<file path="src/rtl/core/phr_pkg.sv">
package phr_pkg;

  // palette size; indexes at or above it are never recolored
  localparam int unsigned PaletteEntries = 256;

  localparam int unsigned ChanW   = 8;
  localparam int unsigned HueW    = 17;  // 360 * hue code, up to 91800
  localparam int unsigned RatioW  = 15;  // numerator and divisor, up to 30600
  localparam int unsigned RemW    = ChanW + RatioW;
  localparam int unsigned QuoW    = ChanW;
  localparam int unsigned CfgIdxW = 2;

  localparam logic [HueW-1:0] HueScale = 17'd360;
  localparam logic [HueW-1:0] Sec1 = 17'd15300;
  localparam logic [HueW-1:0] Sec2 = 17'd30600;
  localparam logic [HueW-1:0] Sec3 = 17'd45900;
  localparam logic [HueW-1:0] Sec4 = 17'd61200;
  localparam logic [HueW-1:0] Sec5 = 17'd76500;
  localparam logic [HueW-1:0] Sec6 = 17'd91800;

  typedef enum logic [CfgIdxW-1:0] {
    CFG_HUE_CODE    = 2'd0,
    CFG_RANGE_FIRST = 2'd1,
    CFG_RANGE_LAST  = 2'd2
  } cfg_reg_e;

  // hue sector: channel that takes the maximum, then the one taking the mix
  typedef enum logic [2:0] {
    SEC_RG, SEC_GR, SEC_GB, SEC_BG, SEC_BR, SEC_RB
  } sector_e;

  typedef struct packed {
    logic [ChanW-1:0] hue_code;
    logic [ChanW-1:0] range_first;
    logic [ChanW-1:0] range_last;
  } cfg_t;

  typedef struct packed {
    logic [ChanW-1:0] index;
    logic [ChanW-1:0] red;
    logic [ChanW-1:0] green;
    logic [ChanW-1:0] blue;
    logic             hit;
    logic [ChanW-1:0] mx;
    logic [ChanW-1:0] mn;
    sector_e          sector;
  } pix_t;

  typedef struct packed {
    pix_t              pix;
    logic [RemW-1:0]   rem;
    logic [RatioW-1:0] den;
    logic [QuoW-1:0]   quo;
  } div_t;

endpackage

</file>
<file path="src/rtl/core/phr_front.sv">
module phr_front import phr_pkg::*; (
  input  logic             clk_i,
  input  logic             rst_ni,
  input  cfg_t             cfg_i,
  input  logic             in_valid_i,
  output logic             in_ready_o,
  input  logic [ChanW-1:0] index_i,
  input  logic [ChanW-1:0] red_i,
  input  logic [ChanW-1:0] green_i,
  input  logic [ChanW-1:0] blue_i,
  output logic             out_valid_o,
  input  logic             out_ready_i,
  output div_t             out_o
);

  localparam logic AllInPalette = (PaletteEntries >= 256);

  logic [HueW-1:0]   hue;
  logic [RatioW-1:0] num, den;
  sector_e           sector;
  logic [ChanW-1:0]  mx, mn;
  logic              in_pal;
  pix_t              pix;

  logic              a_valid_q, a_ready;
  pix_t              a_pix_q;
  logic [ChanW-1:0]  a_diff_q;
  logic [RatioW-1:0] a_num_q, a_den_q;
  logic              b_valid_q, b_ready;
  div_t              b_q;

  assign hue = 17'(cfg_i.hue_code) * HueScale;

  // sector and exact hue ratio, both set by the hue code alone
  always_comb begin
    if (hue < Sec1) begin
      sector = SEC_RG;
      num    = RatioW'(hue);
      den    = RatioW'(Sec2 - hue);
    end else if (hue <= Sec2) begin
      sector = SEC_GR;
      num    = RatioW'(Sec2 - hue);
      den    = RatioW'(hue);
    end else if (hue < Sec3) begin
      sector = SEC_GB;
      num    = RatioW'(hue - Sec2);
      den    = RatioW'(Sec4 - hue);
    end else if (hue <= Sec4) begin
      sector = SEC_BG;
      num    = RatioW'(Sec4 - hue);
      den    = RatioW'(hue - Sec2);
    end else if (hue < Sec5) begin
      sector = SEC_BR;
      num    = RatioW'(hue - Sec4);
      den    = RatioW'(Sec6 - hue);
    end else begin
      sector = SEC_RB;
      num    = RatioW'(Sec6 - hue);
      den    = RatioW'(hue - Sec4);
    end
  end

  always_comb begin
    mx = red_i;
    mn = red_i;
    if (green_i > mx) mx = green_i;
    if (blue_i > mx) mx = blue_i;
    if (green_i < mn) mn = green_i;
    if (blue_i < mn) mn = blue_i;
  end

  assign in_pal = AllInPalette || (32'(index_i) < PaletteEntries);

  always_comb begin
    pix.index  = index_i;
    pix.red    = red_i;
    pix.green  = green_i;
    pix.blue   = blue_i;
    pix.hit    = in_pal && (index_i >= cfg_i.range_first) && (index_i <= cfg_i.range_last);
    pix.mx     = mx;
    pix.mn     = mn;
    pix.sector = sector;
  end

  assign b_ready    = !b_valid_q || out_ready_i;
  assign a_ready    = !a_valid_q || b_ready;
  assign in_ready_o = a_ready;

  always_ff @(posedge clk_i or negedge rst_ni) begin
    if (!rst_ni) begin
      a_valid_q <= 1'b0;
      b_valid_q <= 1'b0;
    end else begin
      if (a_ready) a_valid_q <= in_valid_i;
      if (b_ready) b_valid_q <= a_valid_q;
    end
  end

  always_ff @(posedge clk_i) begin
    if (a_ready && in_valid_i) begin
      a_pix_q  <= pix;
      a_diff_q <= mx - mn;
      a_num_q  <= num;
      a_den_q  <= den;
    end
    if (b_ready && a_valid_q) begin
      b_q.pix <= a_pix_q;
      b_q.rem <= RemW'(a_diff_q) * RemW'(a_num_q);
      b_q.den <= a_den_q;
      b_q.quo <= '0;
    end
  end

  assign out_valid_o = b_valid_q;
  assign out_o       = b_q;

endmodule

</file>
<file path="src/rtl/core/phr_div_cell.sv">
module phr_div_cell import phr_pkg::*; #(
  parameter int unsigned Bit = 0
) (
  input  logic clk_i,
  input  logic rst_ni,
  input  logic in_valid_i,
  output logic in_ready_o,
  input  div_t in_i,
  output logic out_valid_o,
  input  logic out_ready_i,
  output div_t out_o
);

  logic [RemW-1:0] den_sh;
  div_t            step;
  logic            valid_q;
  div_t            data_q;

  assign den_sh = RemW'(in_i.den) << Bit;

  // one restoring step: quotient bit Bit
  always_comb begin
    step = in_i;
    if (in_i.rem >= den_sh) begin
      step.rem      = in_i.rem - den_sh;
      step.quo[Bit] = 1'b1;
    end
  end

  assign in_ready_o = !valid_q || out_ready_i;

  always_ff @(posedge clk_i or negedge rst_ni) begin
    if (!rst_ni) begin
      valid_q <= 1'b0;
    end else if (in_ready_o) begin
      valid_q <= in_valid_i;
    end
  end

  always_ff @(posedge clk_i) begin
    if (in_ready_o && in_valid_i) data_q <= step;
  end

  assign out_valid_o = valid_q;
  assign out_o       = data_q;

endmodule

</file>
<file path="src/rtl/core/phr_back.sv">
module phr_back import phr_pkg::*; (
  input  logic             clk_i,
  input  logic             rst_ni,
  input  logic             in_valid_i,
  output logic             in_ready_o,
  input  div_t             in_i,
  output logic             out_valid_o,
  input  logic             out_ready_i,
  output logic [ChanW-1:0] index_o,
  output logic [ChanW-1:0] red_o,
  output logic [ChanW-1:0] green_o,
  output logic [ChanW-1:0] blue_o,
  output logic             recolored_o
);

  logic [ChanW-1:0] mid, mx, mn;
  logic [ChanW-1:0] red_d, green_d, blue_d;
  logic             valid_q;
  logic [ChanW-1:0] index_q, red_q, green_q, blue_q;
  logic             recolored_q;

  assign mx  = in_i.pix.mx;
  assign mn  = in_i.pix.mn;
  assign mid = mn + ChanW'(in_i.quo);

  always_comb begin
    red_d   = in_i.pix.red;
    green_d = in_i.pix.green;
    blue_d  = in_i.pix.blue;
    if (in_i.pix.hit) begin
      case (in_i.pix.sector)
        SEC_RG: begin red_d = mx; green_d = mid; blue_d = mn; end
        SEC_GR: begin red_d = mid; green_d = mx; blue_d = mn; end
        SEC_GB: begin red_d = mn; green_d = mx; blue_d = mid; end
        SEC_BG: begin red_d = mn; green_d = mid; blue_d = mx; end
        SEC_BR: begin red_d = mid; green_d = mn; blue_d = mx; end
        SEC_RB: begin red_d = mx; green_d = mn; blue_d = mid; end
        default: begin red_d = mx; green_d = mn; blue_d = mid; end
      endcase
    end
  end

  assign in_ready_o = !valid_q || out_ready_i;

  always_ff @(posedge clk_i or negedge rst_ni) begin
    if (!rst_ni) begin
      valid_q <= 1'b0;
    end else if (in_ready_o) begin
      valid_q <= in_valid_i;
    end
  end

  always_ff @(posedge clk_i) begin
    if (in_ready_o && in_valid_i) begin
      index_q     <= in_i.pix.index;
      red_q       <= red_d;
      green_q     <= green_d;
      blue_q      <= blue_d;
      recolored_q <= in_i.pix.hit;
    end
  end

  assign out_valid_o = valid_q;
  assign index_o     = index_q;
  assign red_o       = red_q;
  assign green_o     = green_q;
  assign blue_o      = blue_q;
  assign recolored_o = recolored_q;

endmodule

</file>
<file path="src/rtl/core/palette_hue_replace_unit.sv">
// path: an input transfer passes 2 front stages, 8 divider cells and
//   1 output register; a result is held there while the output is stalled
// throughput: one entry per cycle unless the output stalls; cells refill as they empty
// reset: rst_ni async active low clears all stage valid bits and sets
//   hue_code = 0, range_first = 0, range_last = 255
module palette_hue_replace_unit import phr_pkg::*; (
  input  logic               clk_i,
  input  logic               rst_ni,
  // configuration write channel
  input  logic               cfg_valid_i,
  output logic               cfg_ready_o,
  input  logic [CfgIdxW-1:0] cfg_index_i,
  input  logic [ChanW-1:0]   cfg_data_i,
  // input stream
  input  logic               s_axis_tvalid_i,
  output logic               s_axis_tready_o,
  input  logic [31:0]        s_axis_tdata_i,  // entry_index, red_in, green_in, blue_in
  // result stream
  output logic               m_axis_tvalid_o,
  input  logic               m_axis_tready_i,
  output logic [31:0]        m_axis_tdata_o,  // out_index, red_out, green_out, blue_out
  output logic               m_axis_tuser_o   // recolored
);

  localparam int unsigned Cells = QuoW;

  logic [ChanW-1:0] hue_code_q, range_first_q, range_last_q;
  cfg_t             cfg;

  // handshake and data between neighbors of the chain; slot 0 feeds the first cell
  logic             chain_valid [Cells+1];
  logic             chain_ready [Cells+1];
  div_t             chain_data  [Cells+1];

  // configuration is always taken; an unknown index is dropped
  assign cfg_ready_o = 1'b1;

  always_ff @(posedge clk_i or negedge rst_ni) begin
    if (!rst_ni) begin
      hue_code_q    <= '0;
      range_first_q <= '0;
      range_last_q  <= '1;
    end else if (cfg_valid_i) begin
      case (cfg_reg_e'(cfg_index_i))
        CFG_HUE_CODE:    hue_code_q    <= cfg_data_i;
        CFG_RANGE_FIRST: range_first_q <= cfg_data_i;
        CFG_RANGE_LAST:  range_last_q  <= cfg_data_i;
        default: ;
      endcase
    end
  end

  assign cfg.hue_code    = hue_code_q;
  assign cfg.range_first = range_first_q;
  assign cfg.range_last  = range_last_q;

  // classify the entry, pick the hue sector, then form d * num
  phr_front u_front (
    .clk_i       (clk_i),
    .rst_ni      (rst_ni),
    .cfg_i       (cfg),
    .in_valid_i  (s_axis_tvalid_i),
    .in_ready_o  (s_axis_tready_o),
    .index_i     (s_axis_tdata_i[7:0]),
    .red_i       (s_axis_tdata_i[15:8]),
    .green_i     (s_axis_tdata_i[23:16]),
    .blue_i      (s_axis_tdata_i[31:24]),
    .out_valid_o (chain_valid[0]),
    .out_ready_i (chain_ready[0]),
    .out_o       (chain_data[0])
  );

  // divider chain: each cell settles one quotient bit, msb first, and hands
  // the partial remainder to its neighbor
  for (genvar g = 0; g < Cells; g++) begin : g_cell
    phr_div_cell #(
      .Bit (Cells - 1 - g)
    ) u_cell (
      .clk_i       (clk_i),
      .rst_ni      (rst_ni),
      .in_valid_i  (chain_valid[g]),
      .in_ready_o  (chain_ready[g]),
      .in_i        (chain_data[g]),
      .out_valid_o (chain_valid[g+1]),
      .out_ready_i (chain_ready[g+1]),
      .out_o       (chain_data[g+1])
    );
  end

  // place max, min and mixed channel by sector; output register
  phr_back u_back (
    .clk_i       (clk_i),
    .rst_ni      (rst_ni),
    .in_valid_i  (chain_valid[Cells]),
    .in_ready_o  (chain_ready[Cells]),
    .in_i        (chain_data[Cells]),
    .out_valid_o (m_axis_tvalid_o),
    .out_ready_i (m_axis_tready_i),
    .index_o     (m_axis_tdata_o[7:0]),
    .red_o       (m_axis_tdata_o[15:8]),
    .green_o     (m_axis_tdata_o[23:16]),
    .blue_o      (m_axis_tdata_o[31:24]),
    .recolored_o (m_axis_tuser_o)
  );

endmodule

</file>
<file path="config.mk">
export PLATFORM = sky130hd
export DESIGN_NAME = palette_hue_replace_unit
export DESIGN_NICKNAME = d
export VERILOG_FILES = /design/src/rtl/core/phr_pkg.sv /design/src/rtl/core/phr_front.sv /design/src/rtl/core/phr_div_cell.sv /design/src/rtl/core/phr_back.sv /design/src/rtl/core/palette_hue_replace_unit.sv
export SDC_FILE = /design/constraint.sdc
export NUM_CORES = 1
export LEC_CHECK = 0
export ABC_AREA = 1
export BUFFER_PORTS_ARGS = -buffer_cell sky130_fd_sc_hd__buf_2
export CORE_MARGIN = 8
export CORE_UTILIZATION = 55
export CTS_BUF_LIST = sky130_fd_sc_hd__clkbuf_16
export CTS_CLUSTER_SIZE = 24
export DETAILED_ROUTE_END_ITERATION = 10
export HOLD_SLACK_MARGIN = 0.1
export MAX_ROUTING_LAYER = met4
export PLACE_DENSITY = 0.78
export SLEW_MARGIN = 20
export SYNTH_ARGS = -nofsm -noshare
export SYNTH_HDL_FRONTEND = slang
export SYNTH_SLANG_ARGS = --single-unit
</file>
<file path="constraint.sdc">
create_clock -name clk_i -period 6.7 [get_ports clk_i]
set_input_delay 0.67 -clock clk_i [delete_from_list [all_inputs] [get_ports clk_i]]
set_output_delay 0.67 -clock clk_i [all_outputs]
set_load 0.02 [all_outputs]
</file>
==> out/results.txt, run 1 <==
startpoint types: flop
Synth Warn #: 0
Initial DRC Count: 1665
RSZ-0062 raised after global routing: no
Yosys cell types: 74
Starting Density: 55.39%
global route overflow: 0
Final min period: 5.322 ns
Worst-path clk slew: 0.06 ns
Crit path max-delay family: adder cells
sequential area share after synthesis: 64.74%
Tot GR Track Use: 18.53%
CTS buffer count: 90
crit path cell chain: nand2_1 > fa_1 > inv_1 > fa_1 > inv_1 > fa_1 > fa_1 > inv_1 > ha_1 > nand4_1 > o21ai_0 > a21oi_1 > o21bai_1 > a31oi_1 > o21ai_0 > a21oi_1 > nor2_1 > nor2_1 > xor2_1
FP Rows: 101
Routed wire per std cell: 17.05 um
post-cts resize count: 0
CTS Hold Bufs: 0
Hold Fails Final Rpt: 0
die span in x: 292.3 um
die area: 85460 um^2
TritonRoute pass-1 iters: 7
routability congestion estimate: 0.9176
vias in the first global route: 24450
global-route wire length before repair: 125100 um
I/O Buffers: 81
final period utilization: 79.43%
IO Count: 83
DP Wirelength: 53100 um
most frequent CP cell: fa_1
nets@finish: 3858
CP max stage cell: edfxtp_1
Slew Limit Headroom: 29.57%
Post-synth EDFFs: 876
pin count of the biggest net entering global routing: 89
hold crit path type: primary input to asynchronous set/reset pin
Via density: 5.344
syn_area_per_cell: 12.40 um^2
share of layout cells above drive strength 1: 8.345%
critical path class: flop to flop
overall routed net length: 77790 um
Mapped Cells: 3387
Setup TNS: 0 ns
clock skew: 0.04216 ns
Clock Sinks: 911
TritonCTS clock tree: done
Finish-stage setup viols: 0
total nets after synthesis: 3735
Clock Tree Root: clkbuf_16
Max Slew Vio Count: 0
Worst Setup End Kind: flop
Die H: 292.3 um
crit-path max cell delay: 0.62 ns
# DRC: 0
Post-DRT Antenna Nets: 0
area delta synth->final: 10.48%
Arrival @ worst endpoint: 5.71 ns
Max Cap Viol: 0
Fmax: 187.9 MHz
FFs w/ async S/R, synth: 3.842%
outcome: finished, final reports clean
critical path fanouts, max: 12
Clock Latency Late Sink: 0.66 ns
Core Area: 75820 um^2
#FFs+latches synth: 911
Tightest Pin Transition: 1.056 ns
Via Count: 24380
antenna violations before repair: 1
predominant post-synthesis flop cell: edfxtp_1
deepest clock path buffer count: 3
Mapped Area: 42000 um^2
WP data required: 7.09 ns
htree depth: 3
Setup Buffers After CTS: 0
Buffers & Inverters on Critical Path: 3
## cells in the mapped netlist, types with 14 or more instances
cell type / number / area, um^2
o21ai_0: 170 / 850.8
edfxtp_1: 876 / 26310
xnor2_1: 55 / 481.7
dfrtp_1: 27 / 675.7
nand3_1: 76 / 380.4
nand4_1: 29 / 181.4
o211ai_1: 14 / 105.1
nor2_1: 192 / 720.7
a221oi_1: 15 / 131.4
ha_1: 223 / 2790
inv_1: 501 / 1881
buf_2: 14 / 70.07
xor2_1: 95 / 832.1
a21oi_1: 195 / 975.9
clkbuf_1: 37 / 138.9
fa_1: 78 / 1562
nand2_1: 557 / 2091
o21ai_1: 35 / 175.2
## per-layer routing
layer	track usage [%]	wire length, um
met1	21.91	31530
met2	32.30	40140
met3	2.354	3493
met4	7.277	2630
met5	-	0
## final timing paths
kind                                       startpoint  cells after the start  slack [ns]                         end
setup / recovery                  u_front.a_diff_q[7]                     19        1.38           u_front.out_o[45]
max in group asynchronous                      rst_ni                      1        6.04          u_back.out_valid_o
setup reg to reg                  u_front.a_diff_q[7]                     19        1.38           u_front.out_o[45]
hold / removal                                 rst_ni                      1        0.15            range_first_q[4]
hold reg to reg            g_cell[1].u_cell.out_o[77]                      0        0.39  g_cell[2].u_cell.out_o[77]
min in group clk_i                 s_axis_tdata_i[12]                      1        0.23         u_front.a_pix_q[40]
## stage by stage
stage | utilization, % | hold WS, ns | instance area (um^2) | worst slack, ns | cells
after floorplan | - | 0.3744 | 42000 | 1.064 | 3387
after global placement | 57.34 | 0.4004 | 43480 | 1.345 | 4396
after detailed placement | 57.34 | 0.4045 | 43480 | 1.260 | 4396
after CTS | 61.19 | 0.1300 | 46390 | 1.372 | 4561
after global routing | 61.20 | 0.1863 | 46400 | 0.9988 | 4562
final | 61.20 | 0.1463 | 46400 | 1.378 | 4562
## sequential cells by signal, summed over array words and instances (netlist names)
name / cells
g_cell.u_cell.out_o: 676
g_cell.u_cell.out_valid_o: 8
hue_code_q: 8
range_first_q: 8
range_last_q: 8
u_back.blue_o: 8
u_back.green_o: 8
u_back.index_o: 8
u_back.out_valid_o: 1
u_back.recolored_o: 1
u_back.red_o: 8
u_front.a_den_q: 11
u_front.a_diff_q: 8
u_front.a_num_q: 12
u_front.a_pix_q: 52
u_front.a_valid_q: 1
u_front.out_o: 84
u_front.out_valid_o: 1
## logic make-up (layout without fill, tap and decap cells)
family                   Yosys count  in the layout  share of synthesized area (%)
flip-flops                       911            911                          64.74
other                              1              2                       0.008929
XOR/XNOR                         155            155                          3.402
AO/OA/AOI/OAI                    510            510                          6.876
buffers and inverters            587            783                          5.434
adder cells (fa/ha/maj)          301            301                          10.36
AND/OR/NAND/NOR                  921            921                          9.152
multiplexers                       1              1                        0.02681
## final cells by class
class,count,area (um^2)
sequential,911,27190
clock buffer,91,2277
timing repair buffer,97,529.3
fill,5597,29420
multi-input combinational,1889,12570
inverter,521,1974
tap,978,1224
clock inverter,74,636.9
antenna,1,2.502
## placed cells by master (no fill, tap or decap), types with 17 or more instances in the layout
cell type  netlist  layout
a21oi_1        195     195
buf_2           14      81
clkbuf_16        0      91
clkinv_1         4      23
clkinv_2         0      17
dfrtp_1         27      27
edfxtp_1       876     876
fa_1            78      78
ha_1           223     223
inv_1          501     515
nand2_1        557     557
nand3_1         76      76
nand4_1         29      29
nor2_1         192     186
o21ai_0        170     170
o21ai_1         35      35
xnor2_1         55      55
xor2_1          95      95
Power of run 1 is left out: the tool's default activity adds up to more than one toggle a clock period on the data nets, which glitch-free logic cannot reach.
==> inputs of run 2 (changes only) <==
PLACE_DENSITY = 0.81   (was 0.78)
clock period = 4.78 ns   (was 6.7 ns; I/O delays follow)
==> out/results.txt, run 2 (synthesis results as in run 1) <==
met1 WL: 33590 um (+6.5%)
overall routed net length: 86900 um (+12%)
area delta synth->final: 13.62%
Max Cap Viol: 0 (unchanged)
Post-Layout Cell Count: 4704 (+3.1%)
hold endpoint: u_front.a_pix_q[34]
Fmax: 208.6 MHz (+11%)
R2R setup slack: -0.01 ns (-1.39 ns)
Clock Latency Late Sink: 0.67 ns (about the same)
vias in the first global route: 25700 (+5.1%)
Register-to-Register Path Depth: 21 (+2)
htree depth: 3 (unchanged)
TritonRoute pass-1 iters: 8 (+1)
startpoint types: flop
Die H: 292.3 um (unchanged)
Tightest Pin Transition: 1.077 ns (+0.02013 ns)
Slew Limit Headroom: 28.23% (-1.3 points)
global route overflow: 0 (unchanged)
Final min period: 4.793 ns (-0.5293 ns)
routed length on met2: 44900 um (+12%)
Post-DRT Antenna Nets: 0 (unchanged)
met3 routed WL: 4594 um (+32%)
Starting Density: 55.39% (unchanged)
most common cell after layout, fill and taps aside: edfxtp_1
post-layout instance area: 47720 um^2 (+2.8%)
max FFs per register: 676 (unchanged)
clock skew: 0.05646 ns (+0.01430 ns)
Tot GR Track Use: 20.34% (+1.8 points)
Worst Setup End Kind: flop
CTS buffer count: 87 (-3.3%)
DP Wirelength: 56220 um (+5.9%)
pin count of the biggest net entering global routing: 88 (-1.1%)
critical path class: flop to flop
deepest clock path buffer count: 3 (unchanged)
I/O Buffers: 81 (unchanged)
most frequent cells in the layout: edfxtp_1 (876), nand2_1 (547), inv_1 (506)
IO Count: 83 (unchanged)
outcome: complete, but fails checks
global-route wire length before repair: 135900 um (+8.6%)
dpl cell area: 44250 um^2 (+1.8%)
die span in x: 292.3 um (unchanged)
Initial DRC Count: 2257 (+36%)
routability congestion estimate: 0.9367 (+2.1%)
nets@finish: 4005 (+3.8%)
# DRC: 0 (unchanged)
WP data required: 5.18 ns (-1.91 ns)
failing checks: negative setup slack
Hold Fails Final Rpt: 0 (unchanged)
Via Count: 25620 (+5.1%)
FP Rows: 101 (unchanged)
RSZ-0062 raised after global routing: yes
Clock Tree Root: clkbuf_16
hold path startpoint: s_axis_tdata_i[22]
TritonCTS clock tree: done
hold crit path type: primary input to flop
final period utilization: 100.3% (+21 points)
share of layout cells above drive strength 1: 12.08% (+3.7 points)
Hold Path Stages: 2
critical path fanouts, max: 5 (-7)
final worst slack: -0.01276 ns (-1.391 ns)
die area: 85460 um^2 (unchanged)
Max Slew Vio Count: 0 (unchanged)
antenna violations before repair: 1 (unchanged)
reg-to-reg endpoint: u_front.out_o[45]
reg2reg start: u_front.a_num_q[4]
Arrival @ worst endpoint: 5.19 ns (-0.52 ns)
Core Area: 75820 um^2 (unchanged)
Top Layer Used: met4
Routed wire per std cell: 18.47 um (+8.3%)
Clock Sinks: 911 (unchanged)
Finish-stage setup viols: 2 (+2)
Worst-path clk slew: 0.08 ns (+0.02 ns)
placed cells: 4492 (+2.2%)
Via density: 5.447 (+1.9%)
-- run 2: changes by cell type in the layout (fill, tap and decap cells not counted), sizes merged --
cell         change
clkinvlp         -3
clkinv           -4
inv              +2
dlygate4sd3     +27
diode            +1
buf            +123
clkbuf           -4
-- run 2: per-layer routing --
metal | vias up | global-route usage (%)
met2 | 1028 | 35.85
met5 | - | -
li1 | 12180 | -
met4 | 0 | 8.993
met1 | 12140 | 23.33
met3 | 276 | 2.506
-- run 2: critical path, cell delays in order (launching register included) --
cell and delay, ns:
edfxtp_1 0.48, nand2_1 0.12, inv_1 0.07, fa_2 0.40, fa_1 0.54, inv_1 0.05
fa_1 0.50, fa_1 0.54, inv_1 0.08, ha_4 0.26, nand2_2 0.10, nand2_2 0.06
a31oi_4 0.20, o21ai_2 0.10, a21oi_1 0.17, o21bai_1 0.12, a31oi_1 0.23, o21ai_1 0.12
a21oi_1 0.15, nor2_1 0.06, nor2_1 0.12, xor2_1 0.07
-- run 2: area by class of cell --
| cell class | count | area [um^2] |
|---|---|---|
| Timing Repair Buffer | 247 | 1823 |
| Inverter | 521 | 1977 |
| Fill cell | 5298 | 28100 |
| Tap cell | 978 | 1224 |
| Sequential cell | 911 | 27190 |
| Clock inverter | 69 | 574.3 |
| Antenna cell | 2 | 5.005 |
| Clock buffer | 87 | 2177 |
| Multi-Input combinational cell | 1889 | 12750 |
-- run 2: repair_timing --
| item | CTS | global route |
|---|---|---|
| endpoints found under the hold margin | 53 | 0 |
| pin swaps | 0 | 51 |
| resized for setup | 3 | 58 |
| hold buffers | 27 | 0 |
| cloned | 0 | 0 |
| setup buffers | 5 | 21 |
| setup endpoints to repair | 2 | 20 |
-- run 2: how the worst max path moves through the flow --
stage	start	endpoint	depth (start not counted)
finish	u_front.a_num_q[4]	u_front.out_o[45]	21
global route	u_front.a_num_q[4]	u_front.out_o[45]	21
CTS	u_front.a_num_q[6]	u_front.out_o[45]	20
detailed placement	s_axis_tdata_i[10]	u_front.a_diff_q[7]	32
global placement	s_axis_tdata_i[14]	u_front.a_diff_q[7]	30
floorplan	u_front.a_num_q[6]	u_front.out_o[45]	20
-- run 2: through the flow --
stage                     worst slack, ns  util [%]  hold WS (ns)  TNS (ns)
after detailed placement          -0.1532     58.36        0.4045   -0.3245
final                            -0.01276     62.94        0.1377  -0.01411
after CTS                        -0.05125     62.39        0.1026  -0.05125
after floorplan                   0.06606         -        0.1824         0
after global routing              -0.2130     62.94        0.1234   -0.5875
after global placement            0.05774     58.36        0.4003         0
Power of run 2 is left out for the same reason.
